$ cat config.mk
export PLATFORM = sky130hd
export DESIGN_NAME = vrot_cordic_cell
export DESIGN_NICKNAME = d
export VERILOG_FILES = /design/src/assert_macros.svh /design/src/vrot_pkg.sv /design/src/vrot_cordic_cell.sv
export SDC_FILE = /design/constraint.sdc
export NUM_CORES = 1
export LEC_CHECK = 0
export BUFFER_PORTS_ARGS = -buffer_cell sky130_fd_sc_hd__clkbuf_2
export CAP_MARGIN = 20
export CELL_PAD_IN_SITES_DETAIL_PLACEMENT = 0
export CELL_PAD_IN_SITES_GLOBAL_PLACEMENT = 1
export CORE_UTILIZATION = 40
export DETAILED_ROUTE_END_ITERATION = 10
export GPL_TIMING_DRIVEN = 1
export PLACE_DENSITY_LB_ADDON = 0.1
export RECOVER_POWER = 100
export SKIP_CTS_REPAIR_TIMING = 1
export SYNTH_ARGS = -nofsm -noshare
export SYNTH_HDL_FRONTEND = slang
export SYNTH_SLANG_ARGS = --single-unit
$ cat constraint.sdc
create_clock -name clock -period 6.67 [get_ports clock]
set_input_delay 1.0005 -clock clock [delete_from_list [all_inputs] [get_ports clock]]
set_output_delay 1.0005 -clock clock [all_outputs]
set_load 0.01 [all_outputs]
$ cat src/assert_macros.svh
// Assertion macros shared by the rotation pipeline
`ifndef ASSERT_MACROS_SVH
`define ASSERT_MACROS_SVH
`ifndef SYNTHESIS
// property must hold at every rising clock edge outside reset
`define VROT_ASSERT(name, clk, rst, prop, msg) \
   name: assert property (@(posedge clk) disable iff (rst) (prop)) else $error(msg);
// expression must never be true outside reset
`define VROT_NEVER(name, clk, rst, expr, msg) \
   name: assert property (@(posedge clk) disable iff (rst) !(expr)) else $error(msg);
`else
`define VROT_ASSERT(name, clk, rst, prop, msg)
`define VROT_NEVER(name, clk, rst, expr, msg)
`endif
`endif

$ cat src/vrot_pkg.sv
// Types, constants and tables of the vector axis rotation pipeline
package vrot_pkg;

   localparam int DEF_ROTATION_STAGES = 18;
   localparam int TABLE_LEN           = 28;

   localparam int COORD_W  = 32;
   localparam int ANGLE_W  = 24;
   localparam int AXIS_W   = 2;
   localparam int CORDIC_W = 33;
   localparam int TURN_W   = ANGLE_W + 1;
   localparam int FOLD_W   = 15;
   localparam int REDUCE_STEPS = 8;

   // Angles in degrees with 8 fraction bits
   localparam logic [TURN_W-1:0] FULL_TURN    = 25'd92160;
   localparam logic [TURN_W-1:0] HALF_TURN    = 25'd46080;
   localparam logic [TURN_W-1:0] QUARTER_TURN = 25'd23040;
   // 92 full turns: lifts any input angle above zero without changing it mod 360
   localparam logic [TURN_W-1:0] TURN_BIAS    = 25'd8478720;

   // pi/180 in Q38, product shifted down by 16 gives Q30 radians
   localparam int D2R_W     = 33;
   localparam int D2R_SHIFT = 16;
   localparam int D2R_PROD_W = FOLD_W + D2R_W;
   localparam logic [D2R_W-1:0] DEG2RAD_K = 33'd4797524517;

   localparam logic signed [CORDIC_W-1:0] CORDIC_GAIN = 33'sd652032874;

   localparam int UNIT_SHIFT = 30;
   localparam int ATAN_W     = 30;

   localparam logic [ATAN_W-1:0] ATAN_TABLE [TABLE_LEN] = '{
      30'h3243F6A8, 30'h1DAC6705, 30'h0FADBAFC, 30'h07F56EA6, 30'h03FEAB76,
      30'h01FFD55B, 30'h00FFFAAA, 30'h007FFF55, 30'h003FFFEA, 30'h001FFFFD,
      30'h000FFFFF, 30'h0007FFFF, 30'h0003FFFF, 30'h0001FFFF, 30'h0000FFFF,
      30'h00007FFF, 30'h00003FFF, 30'h00001FFF, 30'h00000FFF, 30'h000007FF,
      30'h000003FF, 30'h000001FF, 30'h000000FF, 30'h0000007F, 30'h0000003F,
      30'h0000001F, 30'h0000000F, 30'h00000008
   };

   typedef enum logic [AXIS_W-1:0] {
      AXIS_X    = 2'd0,
      AXIS_Y    = 2'd1,
      AXIS_Z    = 2'd2,
      AXIS_NONE = 2'd3
   } axis_type;

   typedef struct packed {
      axis_type                   axis;
      logic signed [COORD_W-1:0]  x;
      logic signed [COORD_W-1:0]  y;
      logic signed [COORD_W-1:0]  z;
   } vec_type;

   typedef struct packed {
      vec_type                    vec;
      logic [TURN_W-1:0]          turn;
   } reduce_type;

   typedef struct packed {
      vec_type                    vec;
      logic                       neg_cos;
      logic                       neg_both;
      logic [FOLD_W-1:0]          fold;
   } fold_type;

   typedef struct packed {
      vec_type                    vec;
      logic                       neg_cos;
      logic                       neg_both;
      logic signed [CORDIC_W-1:0] x;
      logic signed [CORDIC_W-1:0] y;
      logic signed [CORDIC_W-1:0] z;
   } cordic_type;

endpackage

$ cat src/vrot_cordic_cell.sv
// One rotation stage of the CORDIC sine and cosine chain
module vrot_cordic_cell import vrot_pkg::*; #(
   parameter int SHIFT = 0
) (
   input  logic       clock,
   input  logic       reset,
   input  logic       in_valid,
   output logic       in_ready,
   input  cordic_type in_data,
   output logic       out_valid,
   input  logic       out_ready,
   output cordic_type out_data
);

   localparam logic signed [CORDIC_W-1:0] ATAN_STEP = CORDIC_W'(ATAN_TABLE[SHIFT]);

   logic                       valid_ff;
   cordic_type                 data_ff;
   cordic_type                 data_in;
   logic signed [CORDIC_W-1:0] cur_x;
   logic signed [CORDIC_W-1:0] cur_y;
   logic signed [CORDIC_W-1:0] dx;
   logic signed [CORDIC_W-1:0] dy;

   always_comb begin
      cur_x   = in_data.x;
      cur_y   = in_data.y;
      dx      = cur_y >>> SHIFT;
      dy      = cur_x >>> SHIFT;
      data_in = in_data;
      // step towards zero residual angle; zero counts as positive
      if (!in_data.z[CORDIC_W-1]) begin
         data_in.x = cur_x - dx;
         data_in.y = cur_y + dy;
         data_in.z = in_data.z - ATAN_STEP;
      end else begin
         data_in.x = cur_x + dx;
         data_in.y = cur_y - dy;
         data_in.z = in_data.z + ATAN_STEP;
      end
   end

   assign in_ready  = !valid_ff || out_ready;
   assign out_valid = valid_ff;
   assign out_data  = data_ff;

   always_ff @(posedge clock) begin
      if (reset) begin
         valid_ff <= 1'b0;
      end else if (in_ready) begin
         valid_ff <= in_valid;
      end
   end

   always_ff @(posedge clock) begin
      if (in_valid && in_ready) begin
         data_ff <= data_in;
      end
   end

endmodule

==> flow_summary.toml <==
[worst_setup_path]
critPathRequiredTime_ns = 6.75
crit_type = "input pin to register"
crit_start = "out_ready"
critPathMaxFanout = 128
cp_data_arrival_time_ns = 5.18
critPathLaunchType = "input pin"
setup.worst_path.end_class = "register"
r2r_start = "out_valid$_SDFFE_PP0N_"

[cts]
cts_tree = "yes"
clk_latency_ns = 0.45
htree_levels = 4
clk_path_buf_depth = 2
numCtsBuffers = 17
cts.clk_slew.worst_paths_ns = 0.08
clock-root-buffer = "clkbuf_16"
clock-sinks = 199

[route]
ant_nets = 0
dr.pass1.iters = 5
route.detailed.drc = 0
top_layer = "met5"
viasPerCell = 5.32
wl_met2_um = 20600
vias = 10600
totalWireLength_um = 40300
wl_met1_um = 16600
drt-initial-drc-count = 705
met3_length_um = 2310
wire_per_inst_um = 20.2

[placed_design]
place_congestion = 0.923
port_buffers = 403
dp_hpwl_um = 31400

[final_layout]
nets = 1915
multi_input_area_sq_um = 6070
num-fill-cells = 3032
layout-drive-gt1-share_pct = 15.3
fin_util_pct = 49.7
seq_area_sq_um = 5970
synthToLayoutAreaGrowth_pct = 20.8

[synthesis]
synth.net_count = 1530
yosys_warnings = 0
ys_seq_elements = 199
syn_area_sq_um = 12700
synth_most_common_cell = "edfxtp_1"
synthSimpleGateAreaFrac_pct = 10.9
syn_area_per_cell_sq_um = 10.6
yosys-top-cells-area = "edfxtp_1, ha_1, xnor2_1, a21oi_1, inv_1"
ys_types = 74
synth_adder_area_share_pct = 12.8
synth_common_cells = "edfxtp_1, ha_1, a21oi_1"
ys.flop_type = "edfxtp_1"
async_reset_ff_share_pct = 0
synthXorXnorAreaFrac_pct = 6.06
synth_edf_count = 198
synth_top_area_share_pct = 46.7
synth-compound-area-share_pct = 17.6
ys_seq_area_share_pct = 46.9
yosys.area.top_type = "edfxtp_1"
syn_inst = 1199
synth_top_family_by_area = "compound AO/OA/AOI/OAI gates"
muxShareOfSynthArea_pct = 1.18

[pwr]
leakage_nw = 6.40
powerDensity_nw_per_um2 = 237
ir_worst_vdd_v = 0.000178
comb_power_share_pct = 26.0
p_switching_w = 0.00120
power.internal_w = 0.00244
swShare_pct = 32.9
pwr-share-clk_pct = 30.7
power_frac_seq_pct = 43.3

[floorplan]
placementRows = 64
die_w_um = 180
num_io_pins = 404
die_y_um = 180
start_util_pct = 41.1
dieArea_sq_um = 32500
core_sq_um = 30900

[job]
maxCapViolCount = 1

[outcome]
violations = "capacitance limit, slew limit"
status = "finished, violations left"

[sta]
period_minus_slack_ns = 5.09
skew_ns = 0.00997
worst_slew_pin_slew_ns = 4.59
rsz0062_at_grt = "false"
setup_tns_ns = 0
finalSetupViolations = 0
max_freq_ghz = 0.196
fin_crit_sh_pct = 76.3
final-hold-violation-count = 0
max_slew_margin_pct = -206
finalMaxSlewViolations = 71

[grt]
antenna_found_initial = 3
grt-ovfl-total = 0
grt_max_degree = 129
grt_pass1_vias = 10400
grt_pass1_wl_um = 60500
track_usage_pct = 24.3

[min_path]
hp-class = "register to register"
hold_start = "out_valid$_SDFFE_PP0N_"
[per-stage QoR]
stage                     setup WS, ns  area (sq um)  instances  hold WS, ns  power, W
final                             1.58         15400       1994        0.528   0.00364
after global routing              1.31         15400       1993        0.578   0.00380
after CTS                         2.51         15700       1993        0.539   0.00371
after detailed placement          2.05         15100       1961        0.525   0.00258
after global placement            2.06         15100       1961        0.520   0.00258
after floorplan                  0.352         12700       1199        0.593   0.00222
[worst paths after layout]
path / to / slack, ns / cells past startpoint
max: out_data[82]$_DFFE_PP_ / 1.58 / 4
min: out_valid$_SDFFE_PP0N_ / 0.53 / 2
max reg2reg: out_data[82]$_DFFE_PP_ / 1.91 / 3
min reg2reg: out_valid$_SDFFE_PP0N_ / 0.53 / 2
[flip-flops by register name, summed over array words and instances, names as in the netlist]
| name | cells |
|---|---|
| out_data | 198 |
| out_valid | 1 |
[cells in the final DEF, fill, tap and decap left out, drive strengths merged, types with 9 or more instances in the layout]
master    n
inv     111
nand2    64
nand3    24
nand2b   18
clkbuf  419
a31oi    11
a21oi   119
xnor2    70
mux2i    15
a211oi   11
nor4     12
o21bai   21
o31ai    11
a21o     26
nor2     81
nand4    12
ha      124
nor2b    17
nor3     19
edfxtp  198
xor2     18
o21ai    79
and2     10
o21a      9
[layout make-up]
class                           instances  share of cell area [%]
Inverter                              106                    2.59
Clock inverter                         15                    1.38
Clock buffer                           17                    2.77
Tap cell                              396                    3.22
Multi-Input combinational cell        854                    39.5
Antenna cell                            1                  0.0163
Sequential cell                       199                    38.8
Timing Repair Buffer                  406                    11.7
[cell families (layout without fill, tap and decap cells)]
kind of cell               Yosys count  in the layout
AOI/OAI and AO/OA                  340            340
buffers and inverters              146            544
adders and majority gates          128            128
and+or+nand+nor                    283            283
muxes                               15             15
other                                0              1
DFF                                199            199
xor gates and xnor gates            88             88
[power by group through the flow]
| stage | Sequential [W] | Clock, W | Combinational [W] |
|---|---|---|---|
| after global placement | 0.00160 | 0 | 0.000985 |
| after floorplan | 0.00168 | 0 | 0.000543 |
| after CTS | 0.00157 | 0.00114 | 0.000991 |
| after detailed placement | 0.00160 | 0 | 0.000982 |
| after global routing | 0.00159 | 0.00119 | 0.00103 |
| final | 0.00157 | 0.00112 | 0.000945 |
[per-layer routing]
layer	up-vias	GRT usage [%]
li1	5131	-
met1	5017	29.8
met2	414	43.4
met3	49	4.18
met4	4	7.04
met5	-	0
[critical path, stage by stage]
cell      delay [ns]
clkbuf_2        0.07
nand2b_1        0.12
and2_0          3.24
buf_12          0.52
No activity file was read; power rests on OpenSTA's default activity.
