File: src/assert_macros.svh
// Assertion macros shared by the rotation pipeline
`ifndef ASSERT_MACROS_SVH
`define ASSERT_MACROS_SVH
`ifndef SYNTHESIS
// property must hold at every rising clock edge outside reset
`define VROT_ASSERT(name, clk, rst, prop, msg) \
   name: assert property (@(posedge clk) disable iff (rst) (prop)) else $error(msg);
// expression must never be true outside reset
`define VROT_NEVER(name, clk, rst, expr, msg) \
   name: assert property (@(posedge clk) disable iff (rst) !(expr)) else $error(msg);
`else
`define VROT_ASSERT(name, clk, rst, prop, msg)
`define VROT_NEVER(name, clk, rst, expr, msg)
`endif
`endif

File: src/vrot_pkg.sv
// Types, constants and tables of the vector axis rotation pipeline
package vrot_pkg;

   localparam int DEF_ROTATION_STAGES = 18;
   localparam int TABLE_LEN           = 28;

   localparam int COORD_W  = 32;
   localparam int ANGLE_W  = 24;
   localparam int AXIS_W   = 2;
   localparam int CORDIC_W = 33;
   localparam int TURN_W   = ANGLE_W + 1;
   localparam int FOLD_W   = 15;
   localparam int REDUCE_STEPS = 8;

   // Angles in degrees with 8 fraction bits
   localparam logic [TURN_W-1:0] FULL_TURN    = 25'd92160;
   localparam logic [TURN_W-1:0] HALF_TURN    = 25'd46080;
   localparam logic [TURN_W-1:0] QUARTER_TURN = 25'd23040;
   // 92 full turns: lifts any input angle above zero without changing it mod 360
   localparam logic [TURN_W-1:0] TURN_BIAS    = 25'd8478720;

   // pi/180 in Q38, product shifted down by 16 gives Q30 radians
   localparam int D2R_W     = 33;
   localparam int D2R_SHIFT = 16;
   localparam int D2R_PROD_W = FOLD_W + D2R_W;
   localparam logic [D2R_W-1:0] DEG2RAD_K = 33'd4797524517;

   localparam logic signed [CORDIC_W-1:0] CORDIC_GAIN = 33'sd652032874;

   localparam int UNIT_SHIFT = 30;
   localparam int ATAN_W     = 30;

   localparam logic [ATAN_W-1:0] ATAN_TABLE [TABLE_LEN] = '{
      30'h3243F6A8, 30'h1DAC6705, 30'h0FADBAFC, 30'h07F56EA6, 30'h03FEAB76,
      30'h01FFD55B, 30'h00FFFAAA, 30'h007FFF55, 30'h003FFFEA, 30'h001FFFFD,
      30'h000FFFFF, 30'h0007FFFF, 30'h0003FFFF, 30'h0001FFFF, 30'h0000FFFF,
      30'h00007FFF, 30'h00003FFF, 30'h00001FFF, 30'h00000FFF, 30'h000007FF,
      30'h000003FF, 30'h000001FF, 30'h000000FF, 30'h0000007F, 30'h0000003F,
      30'h0000001F, 30'h0000000F, 30'h00000008
   };

   typedef enum logic [AXIS_W-1:0] {
      AXIS_X    = 2'd0,
      AXIS_Y    = 2'd1,
      AXIS_Z    = 2'd2,
      AXIS_NONE = 2'd3
   } axis_type;

   typedef struct packed {
      axis_type                   axis;
      logic signed [COORD_W-1:0]  x;
      logic signed [COORD_W-1:0]  y;
      logic signed [COORD_W-1:0]  z;
   } vec_type;

   typedef struct packed {
      vec_type                    vec;
      logic [TURN_W-1:0]          turn;
   } reduce_type;

   typedef struct packed {
      vec_type                    vec;
      logic                       neg_cos;
      logic                       neg_both;
      logic [FOLD_W-1:0]          fold;
   } fold_type;

   typedef struct packed {
      vec_type                    vec;
      logic                       neg_cos;
      logic                       neg_both;
      logic signed [CORDIC_W-1:0] x;
      logic signed [CORDIC_W-1:0] y;
      logic signed [CORDIC_W-1:0] z;
   } cordic_type;

endpackage

File: src/vrot_reduce_cell.sv
// One compare-and-subtract cell of the modulo 360 angle reduction
`include "assert_macros.svh"
module vrot_reduce_cell import vrot_pkg::*; #(
   parameter int STEP = 0
) (
   input  logic       clock,
   input  logic       reset,
   input  logic       in_valid,
   output logic       in_ready,
   input  reduce_type in_data,
   output logic       out_valid,
   input  logic       out_ready,
   output reduce_type out_data
);

   localparam logic [TURN_W-1:0] STEP_MULT = FULL_TURN << STEP;
   // the first cell also lifts negative angles into range
   localparam logic [TURN_W-1:0] STEP_BIAS = (STEP == REDUCE_STEPS - 1) ? TURN_BIAS : '0;

   logic              valid_ff;
   reduce_type        data_ff;
   reduce_type        data_in;
   logic [TURN_W-1:0] biased;

   always_comb begin
      biased  = in_data.turn + STEP_BIAS;
      data_in = in_data;
      data_in.turn = (biased >= STEP_MULT) ? (biased - STEP_MULT) : biased;
   end

   assign in_ready  = !valid_ff || out_ready;
   assign out_valid = valid_ff;
   assign out_data  = data_ff;

   always_ff @(posedge clock) begin
      if (reset) begin
         valid_ff <= 1'b0;
      end else if (in_ready) begin
         valid_ff <= in_valid;
      end
   end

   always_ff @(posedge clock) begin
      if (in_valid && in_ready) begin
         data_ff <= data_in;
      end
   end

   `VROT_ASSERT(a_turn_below_step, clock, reset, valid_ff |-> (data_ff.turn < STEP_MULT), "reduced angle not below step multiple")

endmodule

File: config.mk
export PLATFORM = sky130hd
export DESIGN_NAME = vrot_reduce_cell
export DESIGN_NICKNAME = d
export VERILOG_FILES = /design/src/vrot_pkg.sv /design/src/vrot_reduce_cell.sv
export VERILOG_INCLUDE_DIRS = /design/src /design/src/src
export SDC_FILE = /design/constraint.sdc
export NUM_CORES = 1
export LEC_CHECK = 0
export ABC_AREA = 1
export BUFFER_PORTS_ARGS = -buffer_cell sky130_fd_sc_hd__buf_2
export CORE_MARGIN = 2
export CORE_UTILIZATION = 47
export CTS_CLUSTER_SIZE = 30
export DETAILED_ROUTE_END_ITERATION = 6
export GPL_ROUTABILITY_DRIVEN = 0
export GPL_TIMING_DRIVEN = 0
export MAX_ROUTING_LAYER = met4
export PLACE_DENSITY = 0.85
export SLEW_MARGIN = 30
export SYNTH_ARGS = -nofsm -noshare
export SYNTH_HDL_FRONTEND = slang
export SYNTH_SLANG_ARGS = --single-unit
File: constraint.sdc
create_clock -name clock -period 19.03 [get_ports clock]
set_clock_uncertainty 0.1 [all_clocks]
set_input_delay 0.9515 -clock clock [delete_from_list [all_inputs] [get_ports clock]]
set_output_delay 0.9515 -clock clock [all_outputs]
set_load 0.01 [all_outputs]
==> results.toml, run 1 <==
[run_status]
status = "complete, no violations"

[logic_synthesis]
ys_seq_area_share_pct = 84.5
synth_mux_area_share_pct = 0
synth_xor_area_share_pct = 0.797
synth-compound-area-share_pct = 2.05
synth_area_um2 = 4400
synth_top_cell_area_share_pct = 84.0
synth-adder-area-share_pct = 0.285
synth_cell_types = 24
synth_area_per_cell_um2 = 16.9
synth_top_family_by_area = "simple AND/OR/NAND/NOR gates"
syn-instance-count = 260
ys_seq_elements = 124
synth.top_cells.by_area = "edfxtp_1 84%, nand2_1 4.2%, inv_1 1.6%, nor2_1 1.5%, a21oi_2 1.4%"
yosys.area_share.simple_pct = 9.79
synth_nets = 388
yosysWarnings = 0
yosys.area.top_type = "edfxtp_1"

[clocking]
cts_tree = "done"
clock_latency_ps = 490
clock_sinks = 124
ctsHoldBuffers = 0
cts-root-buf = "clkbuf_8"
cts_resized = 0
cts_made_buffers = 17
htreeDepth = 4
clockBufferDepth = 2
post_cts_buffers = 0
path_clk_slew_ps = 60

[floorplanning]
die_w_um = 101
io_pins = 252
fp.dieH_um = 101
initial_core_util_pct = 48.0
core_area_um2 = 9150
placementRows = 35
die-area_um2 = 10100

[worst_setup_path]
rr_startpoint = "out_valid"
cp_max_fo = 2
arrival_ps = 1380
worstSetupPathType = "input port to output port"
cp-end-kind = "output port"
timing.critical_path.from = "out_ready"
critPathLaunchType = "input port"
critPathRequiredTime_ps = 17980

[timing]
post-route-period-util_pct = 12.8
fin_ws_ps = 16590
setup_tns_ps = 0
setup_violations = 0
min_period_ps = 2440
worst_pin_slew_ps = 490
hold_viol_final = 0
rsz0062_at_grt = "no"
slew_viol_final = 0
fmax_mhz = 411
slew_headroom_pct = 67.3

[grt]
overflow = 0
first_global_vias = 3211
grtUsageTotal_pct = 23.1
grt_max_degree = 24
grt_pass1_wl_mm = 16.6
antenna_found_initial = 0

[pwr]
powerDensity_nw_per_um2 = 104
power_mw = 0.673
leakagePower_nw = 2.87
irDropWorstVdd_mv = 0.0552

[drt]
drc = 0
drt_iter0_drc = 117
drt_wl_total_mm = 11.5
vias = 3123
dr.pass1.iters = 4
wl_per_cell_um = 17.5
viasPerCell = 4.75
ant_nets = 0

[placement]
place_ws_ps = 16550
hpwl_mm = 8.86
io_buffers = 249

[cells_and_area]
diodes = 0
layout.nets = 662
drive_above_1_share_pct = 57.9
syn_to_final_growth_pct = 47.1

[worst_hold_path]
holdCritPathClass = "flip-flop to flip-flop"
hold_start = "out_valid"

[job]
maxCapViolations = 0
## layout make-up
type	instances	area, um^2
flip-flops and latches	124	3710
fillers	619	2690
clock inverters	14	120
inverters	22	82.6
clock buffers	17	414
multi-input cells	111	579
plain buffers	3	32.5
well taps	111	139
repair buffers	255	1390
## synthesized netlist by cell type
cell type and n:
buf_12 1, nor2_1 18, nand3_2 1, nand2_2 8, nand4_1 1, nor2_4 3
nor2_2 4, o21ai_2 1, or2_1 1, xnor2_1 1, edfxtp_1 123, nand2_1 49
inv_1 19, a21oi_2 7, inv_2 3, nand3_1 8, xor2_1 3, ha_1 1
nand3b_1 1, buf_2 1, a21oi_1 2, dfxtp_1 1, o21ai_0 2, buf_4 1
## critical path, cell delays in order
cell and delay (ps):
buf_2 100, inv_1 100, nand2_1 80, buf_2 150
## placed cells by master, fill, tap and decap left out, types with 3 or more instances in the layout
cell type / instances
inv_2: 3
nor2_2: 4
buf_2: 250
xor2_1: 3
nor2_1: 18
inv_1: 19
buf_16: 4
nand2_2: 8
clkinvlp_4: 3
a21oi_2: 7
clkinv_2: 4
edfxtp_1: 123
nor2_4: 3
clkbuf_16: 16
nand3_1: 8
nand2_1: 49
inv_6: 3
## per-stage QoR
step / cells / hold WS, ps / utilization, % / area [um^2]
after global routing: 657 / 490 / 70.7 / 6470
after global placement: 620 / 372 / 63.2 / 5780
final: 657 / 450 / 70.7 / 6470
after CTS: 657 / 453 / 70.7 / 6470
after floorplan: 260 / 477 / - / 4400
after detailed placement: 626 / 445 / 64.8 / 5930
## power by group
| group | total [mW] | switching, mW | internal (mW) | leakage (nW) |
|---|---|---|---|---|
| logic | 0.0612 | 0.0345 | 0.0267 | 1.41 |
| registers | 0.324 | 0.00399 | 0.320 | 1.20 |
| clock network | 0.287 | 0.115 | 0.172 | 0.258 |
## state kept, by name, indices dropped and copies added, names as in the netlist
| name | flops |
|---|---|
| out_data | 123 |
| out_valid | 1 |
## worst paths after layout
kind	to	slack (ps)	cells after the start
setup / recovery	in_ready	16590	4
hold / removal	out_valid	450	2
setup reg to reg	out_data[76]	17410	3
hold reg to reg	out_valid	450	2
## logic make-up after synthesis
group,Yosys count
compound gates,12
xor+xnor,4
fa+ha+maj,1
buf+inv,25
flops,124
simple gates,94
## metal layers
layer | vias to the layer above | share of wire (%) | track usage (%)
li1 | 1472 | - | -
met1 | 1472 | 33 | 22.7
met2 | 153 | 57 | 41.8
met3 | 26 | 6.9 | 7.21
met4 | 0 | 3.1 | 9.69
met5 | - | 0 | -
(Power assumes the default switching activity.)
==> run 2, diff against run 1 <==
--- a/config.mk
+++ b/config.mk
@@ -9,13 +9,13 @@
 export ABC_AREA = 1
 export BUFFER_PORTS_ARGS = -buffer_cell sky130_fd_sc_hd__buf_2
 export CORE_MARGIN = 2
-export CORE_UTILIZATION = 47
+export CORE_UTILIZATION = 44
 export CTS_CLUSTER_SIZE = 30
 export DETAILED_ROUTE_END_ITERATION = 6
 export GPL_ROUTABILITY_DRIVEN = 0
 export GPL_TIMING_DRIVEN = 0
 export MAX_ROUTING_LAYER = met4
-export PLACE_DENSITY = 0.85
+export PLACE_DENSITY = 0.8
 export SLEW_MARGIN = 30
 export SYNTH_ARGS = -nofsm -noshare
 export SYNTH_HDL_FRONTEND = slang
==> constraint.sdc (replaced) <==
create_clock -name clock -period 2.3 [get_ports clock]
set_clock_uncertainty 0.1 [all_clocks]
set_input_delay 0.115 -clock clock [delete_from_list [all_inputs] [get_ports clock]]
set_output_delay 0.115 -clock clock [all_outputs]
set_load 0.01 [all_outputs]
==> run 2 against run 1 <==
Against the previous run: non-clock buffer count increased by 128; highest routed layer unchanged; register-to-register slack got worse by 17000 ps; worst setup slack got worse by 16000 ps.
==> results.toml, run 2 (synthesized netlist as in run 1, its figures left out) <==
[run_status]
status = "complete, no violations"

[grt]
grtUsageTotal_pct = 31.7
first_global_vias = 4010
grt_max_degree = 25
grt_pass1_wl_mm = 23.9
antenna_found_initial = 1
overflow = 0

[cells_and_area]
layout.nets = 790
drive_above_1_share_pct = 47.1
syn_to_final_growth_pct = 77.5
largest_register_ffs = 123
final_common_cell = "buf_2"
final_area_um2 = 7810
final_cell_mix = "250 x buf_2, 128 x dlygate4sd3_1, 123 x edfxtp_1"
fill_cells = 543

[timing]
worst_pin_slew_ps = 308
setup_violations = 0
fin_ws_ps = 145
slew_viol_final = 0
setup_tns_ps = 0
hold_viol_final = 0
slew_headroom_pct = 79.4
min_period_ps = 2160
hold_slack_ps = 157
post-route-period-util_pct = 93.7
rsz0062_at_grt = "no"
fmax_mhz = 464

[drt]
ant_nets = 0
vias = 3908
dr.pass1.iters = 5
viasPerCell = 4.83
maxUsedRoutingLayer = "met4"
wl_met1_mm = 5.53
wl_met3_mm = 1.20
dr_wl_met2_mm = 8.58
drt_wl_total_mm = 16.3
drc = 0
wl_per_cell_um = 20.1
drt_iter0_drc = 283

[placement]
placed_area_um2 = 5940
io_buffers = 249
hpwl_mm = 9.04
place_ws_ps = 383

[floorplanning]
core_area_um2 = 9730
die_w_um = 104
fp.dieH_um = 104
placementRows = 36
initial_core_util_pct = 45.2
die-area_um2 = 10800
io_pins = 252

[pwr]
power.share.sequential_pct = 44.6
irDropWorstVdd_mv = 0.646
powerDensity_nw_per_um2 = 776
net-switching-power_mw = 1.40
pwr-share-clk_pct = 43.7
leakagePower_nw = 3.42
switching_share_pct = 23.1
comb_power_share_pct = 11.7
p_int_mw = 4.66

[worst_setup_path]
cp-end-kind = "flip-flop"
reg2reg_slack_ps = 510
critPathRequiredTime_ps = 2460
critPathLaunchType = "input port"
path_cells = "dlygate4sd3_1, buf_2, inv_1, ha_1, inv_1, nand4_1, nand2_1, inv_2, nand2_2, nor2_4, buf_12, a21oi_2, dlygate4sd3_1"
critPathMaxStageDelay_ps = 540
cp_max_fo = 10
cpMaxStageDelayCell = "dlygate4sd3_1"
worstSetupPathType = "input port to flip-flop"
arrival_ps = 2310

[clocking]
cts-root-buf = "clkbuf_8"
cts_made_buffers = 17
clock_latency_ps = 500
clockBufferDepth = 2
clock_sinks = 124
cts_resized = 0
htreeDepth = 4
cts_tree = "done"
path_clk_slew_ps = 60

[worst_hold_path]
holdCritPathClass = "input port to flip-flop"

[job]
maxCapViolations = 0
[run 2: worst paths after layout]
path	cells past startpoint	to	startpoint
setup / recovery	13	out_data[23]	in_data[12]
hold / removal	4	out_data[95]	out_ready
setup reg to reg	5	out_data[26]	out_valid
hold reg to reg	2	out_data[95]	out_valid
[run 2: layout make-up]
cell class,count,area (um^2),area share [%]
antenna,1,2.50,0.0321
buffer,3,32.5,0.417
clock buffer,17,414,5.31
clock inverter,15,171,2.20
inverter,22,82.6,1.06
multi-input combinational,111,579,7.42
sequential,124,3710,47.6
tap,133,166,2.13
timing repair buffer,383,2640,33.9
[run 2: layer usage]
metal / vias up / global-route usage [%]
li1: 1727 / -
met1: 1873 / 32.2
met2: 246 / 54.7
met3: 62 / 9.90
met4: 0 / 17.2
met5: - / -
[run 2: power groups by stage]
stage | Clock (mW) | Sequential, mW | Combinational [mW]
5_1_grt | 2.79 | 2.71 | 0.747
6_report | 2.65 | 2.70 | 0.708
3_3_place_gp | 0 | 2.73 | 0.453
3_5_place_dp | 0 | 2.73 | 0.501
4_1_cts | 2.63 | 2.69 | 0.679
2_1_floorplan | 0 | 2.82 | 0.111
[run 2: what timing repair did]
| action | in CTS | in global routing |
|---|---|---|
| endpoints found under the hold margin | 131 | 0 |
| setup buffers | 0 | 0 |
| setup endpoints to repair | 0 | 1 |
| hold buffers | 128 | 0 |
[run 2: metrics by stage]
stage | power [mW] | utilization [%] | std cells
global route | 6.24 | 80.2 | 809
CTS | 6.00 | 80.2 | 808
global placement | 3.19 | 59.8 | 642
detailed placement | 3.23 | 61.0 | 648
floorplan | 2.93 | - | 260
finish | 6.06 | 80.2 | 809
[run 2: critical path, delay by kind of cell]
kind | cells | cell delay, ps
buffers and inverters | 7 | 1590
AND/OR/NAND/NOR | 4 | 380
AO/OA/AOI/OAI | 1 | 30
adder cells (fa/ha/maj) | 1 | 180
